`config.mk`:
```
export PLATFORM = sky130hd
export DESIGN_NAME = scrr_ram
export DESIGN_NICKNAME = d
export VERILOG_FILES = /design/src/sv/session_cache_round_robin_unit_macros.svh /design/src/sv/scrr_ram.sv
export SDC_FILE = /design/constraint.sdc
export NUM_CORES = 2
export LEC_CHECK = 0
export BUFFER_PORTS_ARGS = -buffer_cell sky130_fd_sc_hd__buf_2
export CORE_MARGIN = 4
export CORE_UTILIZATION = 45
export DETAILED_ROUTE_END_ITERATION = 6
export HOLD_SLACK_MARGIN = 0.03
export PLACE_DENSITY_LB_ADDON = 0.15
export SYNTH_ARGS = -nofsm -noshare
export SYNTH_HDL_FRONTEND = slang
export SYNTH_SLANG_ARGS = --single-unit
```
`constraint.sdc`:
```
create_clock -name clk -period 6.39 [get_ports clk]
set_input_delay 1.278 -clock clk [delete_from_list [all_inputs] [get_ports clk]]
set_output_delay 1.278 -clock clk [all_outputs]
set_load 0.1 [all_outputs]
```
`src/sv/session_cache_round_robin_unit_macros.svh`:
```
// -----------------------------------------------------------------------------
// session_cache_round_robin_unit_macros.svh
// Assertion macros for the session cache. They are empty in synthesis builds.
// -----------------------------------------------------------------------------
`ifndef SESSION_CACHE_ROUND_ROBIN_UNIT_MACROS_SVH
`define SESSION_CACHE_ROUND_ROBIN_UNIT_MACROS_SVH

`ifndef SYNTHESIS
// same-cycle implication
`define SCRR_ASSERT_IMPL(label, clk, rst, ante, cons) \
  label: assert property (@(posedge clk) disable iff (rst) (ante) |-> (cons)) \
    else $error("session cache assertion failed");
// next-cycle implication
`define SCRR_ASSERT_NEXT(label, clk, rst, ante, cons) \
  label: assert property (@(posedge clk) disable iff (rst) (ante) |=> (cons)) \
    else $error("session cache assertion failed");
`else
`define SCRR_ASSERT_IMPL(label, clk, rst, ante, cons)
`define SCRR_ASSERT_NEXT(label, clk, rst, ante, cons)
`endif

`endif

```
`src/sv/scrr_ram.sv`:
```
// -----------------------------------------------------------------------------
// scrr_ram
// Simple dual-port RAM: one write port, one read port with registered data.
// -----------------------------------------------------------------------------
module scrr_ram #(
  parameter int WIDTH = 64,
  parameter int DEPTH = 64
) (
  input  logic                     clk,
  input  logic                     wr_en,
  input  logic [$clog2(DEPTH)-1:0] wr_addr,
  input  logic [WIDTH-1:0]         wr_data,
  input  logic                     rd_en,
  input  logic [$clog2(DEPTH)-1:0] rd_addr,
  output logic [WIDTH-1:0]         rd_data
);

  logic [WIDTH-1:0] mem [DEPTH];

  // write port
  always_ff @(posedge clk) begin
    if (wr_en) begin
      mem[wr_addr] <= wr_data;
    end
  end

  // read port, data held while idle
  always_ff @(posedge clk) begin
    if (rd_en) begin
      rd_data <= mem[rd_addr];
    end
  end

endmodule

```
After elaboration in Yosys (flattened, before gate mapping)
Memories as Yosys holds them, arrays and structs flattened. A register that Yosys moved wholly into a read port is not among the register bits.
Cells that the tools add are included.
W data, S select, Z words.

cells by class
  mux-type cells = 2

operators by type and width
  cell     number
  $mux W1  2

storage, ports and cells
  register bits after elaboration = 0
  bits in writable memories = 4096
  input bits = 79
  output and inout port bits = 64
  word-level logic and storage cells = 3
  memories = 1

memories
  memory  depth  width  read ports  clocked after memory_dff  write ports  line            source
  mem     64     64     1           1                         1            scrr_ram.sv:18  logic [WIDTH-1:0] mem [DEPTH];

Longest topological paths before layout
  depth in word-level cells = 2
  mapped depth = 9
  gate-level depth less buffers = 5

Least setup slack after synthesis
OpenSTA, ideal clock, no wires.

  path type = input -> register
  from = in wr_addr[3]
  to = mem mem[48][0] (enable)
  library setup time = 0.564 ns
  arrival time = 6.150 ns
  data required time = 5.826 ns
  setup slack = -0.324 ns
  stages on the path = 4
  buffers on the path = 1
  cell sequence = clkbuf_1 > nor2b_1 > nand4b_1 > nor3_1

RTL lines
  item             line            source
  start, declared  scrr_ram.sv:11  input logic [$clog2(DEPTH)-1:0] wr_addr,
  end, declared    scrr_ram.sv:18

No word-level cell before the write port.

Worst setup path after layout
  from = reg rd_data[45] (read register of mem)
  to = out rd_data[45]

RTL lines
  item             line            source
  start, declared  scrr_ram.sv:15  output logic [WIDTH-1:0] rd_data

No word-level cell between the ends.

==> impl_metrics.yaml <==
run:
  maxCapViolCount: 0
floorplan:
  die_y_um: 599
  rows: 216
  die_width_um: 599
  coreArea_um2: 347000
  dieArea_um2: 358000
  initial_core_util_pct: 45.3
  ioPinCount: 143
route:
  drcViolationCount: 0
  vias: 76000
  vias_per_cell: 6.33
  drt_wl_total_um: 451000
  wl_per_cell_um: 37.6
  drt_iter0_markers: 9222
  dr.pass1.iters: 5
  ant_nets: 0
cts:
  cts_tree: "done"
  path_clk_slew_ns: 0.06
  holdBufCountCts: 0
  cts_inserted_buffers: 423
  cts_root_buf: "clkbuf_16"
  clock_sinks: 4160
  cts_resized: 0
  htreeDepth: 5
  insertion_delay_ns: 0.97
  postCtsSetupBuffers: 0
  clk_path_buf_depth: 4
worst_setup_path:
  crit_path_end_kind: "primary output"
  crit_fanout: 1
  cp.required_ns: 5.11
  critical_path.max_stage_delay_ns: 0.73
  slowest_stage: "edfxtp_1"
  crit_type: "register to primary output"
  cp_num_buf_inv: 1
  worstPathCellList: "buf_2"
  cp-start-kind: "register"
  arrival_ns: 2.27
  cpLargestDelayFamily: "flip-flops"
yosys:
  synth_top_area_share_pct: 79.6
  synthCells: 6598
  syn_area_um2: 157000
  yosysUniqueCellTypes: 32
  ys_seq_area_share_pct: 79.6
  synth.top_cells.by_count: "edfxtp_1 (4,160), mux4_2 (1,024), buf_2 (170)"
  synth_nets: 6677
  ys_ff_latch: 4160
  synth_top_area_cell: "edfxtp_1"
  yosysMostFrequentCell: "edfxtp_1"
  syn_area_per_cell_um2: 23.8
  synth_edf_count: 4160
  yosysWarnings: 0
  ys.flop_type: "edfxtp_1"
  yosys-top-cells-area: "edfxtp_1 (80%), mux4_2 (15%), mux2i_1 (0.86%)"
  postSynth.asyncResetShare_pct: 0
sta:
  max_slew.worst_pin.slew_ns: 1.42
  tns_ns: 0
  timing.final.crit_share_pct: 55.5
  setup_violations: 0
  hold_viol: 0
  hold-worst-slack_ns: 0.696
  clock.fmax_mhz: 282
  rsz0062_at_grt: "no"
  setup_ws_ns: 2.85
  slew_headroom_pct: 5.10
  finClkSkew_ns: 0.0303
  period_needed_ns: 3.54
  drv_slew: 0
place:
  dpl-instance-area_um2: 165000
  hpwl_um: 243000
  gp_congestion: 0.790
  place_ws_ns: 1.91
  io_buffers: 142
power:
  combPwrFrac_pct: 5.0
  swShare_pct: 21.7
  clkPwrFrac_pct: 41.7
  vdd_drop_max_uv: 248
  p_per_area_nw_per_um2: 320
  p_int_mw: 44.7
  seq_power_share_pct: 53.3
  power_switching_mw: 12.4
  p_leak_nw: 55.4
grt:
  grt_use_total_pct: 25.1
  grt_pass1_vias: 76600
  grt_pass1_wl_um: 626000
  antenna_found_initial: 36
  globalRouteOverflowTotal: 0
  grt_max_degree: 87
layout:
  multi_input_area_um2: 30800
  utilization_pct: 51.5
  final_nets: 7146
  n_fill_cell: 26900
  fin_area_um2: 178000
  area_growth_pct: 13.7
  register_area_um2: 125000
  drive_gt1_share_pct: 28.4
status:
  status: "completed"
worst_hold_path:
  hp-class: "input pin to register"
## path summary, 6_finish.rpt
path / from / cells past startpoint / to / slack, ns
max: rd_data[45]$_DFFE_PP_ / 1 / rd_data[45] / 2.85
min: rd_en / 1 / rd_data[20]$_DFFE_PP_ / 0.70
max reg2reg: mem[11][44]$_DFFE_PP_ / 5 / rd_data[44]$_DFFE_PP_ / 4.16
min reg2reg: mem[39][18]$_DFFE_PP_ / 4 / rd_data[18]$_DFFE_PP_ / 0.91
## sequential cells by signal, summed over array words and instances, names as in the netlist
signal   cells
mem       4096
rd_data     64
## power groups by stage
stage	registers (mW)	logic [mW]	clock network [mW]
2_1_floorplan	31.2	1.41	0
3_3_place_gp	31.0	2.85	0
3_5_place_dp	31.0	2.90	0
4_1_cts	30.4	2.90	24.1
5_1_grt	30.4	3.03	25.3
6_report	30.4	2.87	23.8
## layout by cell type (no fill, tap or decap), types with 45 or more instances in the layout
| cell | n |
|---|---|
| mux2i_1 | 135 |
| edfxtp_1 | 4160 |
| clkbuf_1 | 93 |
| o22ai_1 | 83 |
| clkinv_1 | 116 |
| clkbuf_16 | 431 |
| mux4_2 | 1024 |
| nor2_1 | 47 |
| buf_2 | 138 |
| buf_12 | 79 |
| nand2_1 | 54 |
| buf_4 | 195 |
| clkinv_2 | 71 |
| a22o_1 | 88 |
| nand3_1 | 45 |
| a22oi_1 | 168 |
| and3_1 | 64 |
| nor2_4 | 65 |
| a211oi_1 | 63 |
## worst register-to-register path, delay by kind of cell, from the launching register on
family	cells	cell delay, ns
AND/OR/NAND/NOR	2	0.38
multiplexers	1	0.48
AO/OA/AOI/OAI	2	0.78
flip-flops	1	0.37
## layer usage
metal | up-vias | share of wire (%) | GRT usage [%]
li1 | 29600 | - | -
met1 | 42300 | 41 | 35.9
met2 | 3505 | 49 | 40.7
met3 | 666 | 8.0 | 4.07
met4 | 4 | 2.7 | 6.56
met5 | - | 0.0066 | 0
## per-stage QoR
step / power (mW) / cells
finish: 57.0 / 12000
global route: 58.8 / 12000
CTS: 57.5 / 12000
floorplan: 32.6 / 6598
detailed placement: 33.9 / 11200
global placement: 33.8 / 11200
## area by class of cell
class	count	area share [%]
flip-flops and latches	4160	70.0
diodes	14	0.0196
repair buffers	414	2.11
inverters	19	0.0400
well taps	4578	3.21
clock buffers	524	6.24
clock inverters	245	1.13
multi-input cells	2049	17.3
## kinds of logic (layout without fill, tap and decap cells)
| family | Yosys count | after routing | share of synthesized area [%] |
|---|---|---|---|
| compound gates | 504 | 504 | 2.47 |
| mux | 1159 | 1159 | 15.6 |
| other cells | 0 | 14 | 0 |
| buf+inv | 389 | 1202 | 1.18 |
| simple gates | 386 | 386 | 1.23 |
| flops | 4160 | 4160 | 79.6 |
No activity file was read; power rests on OpenSTA's default activity.
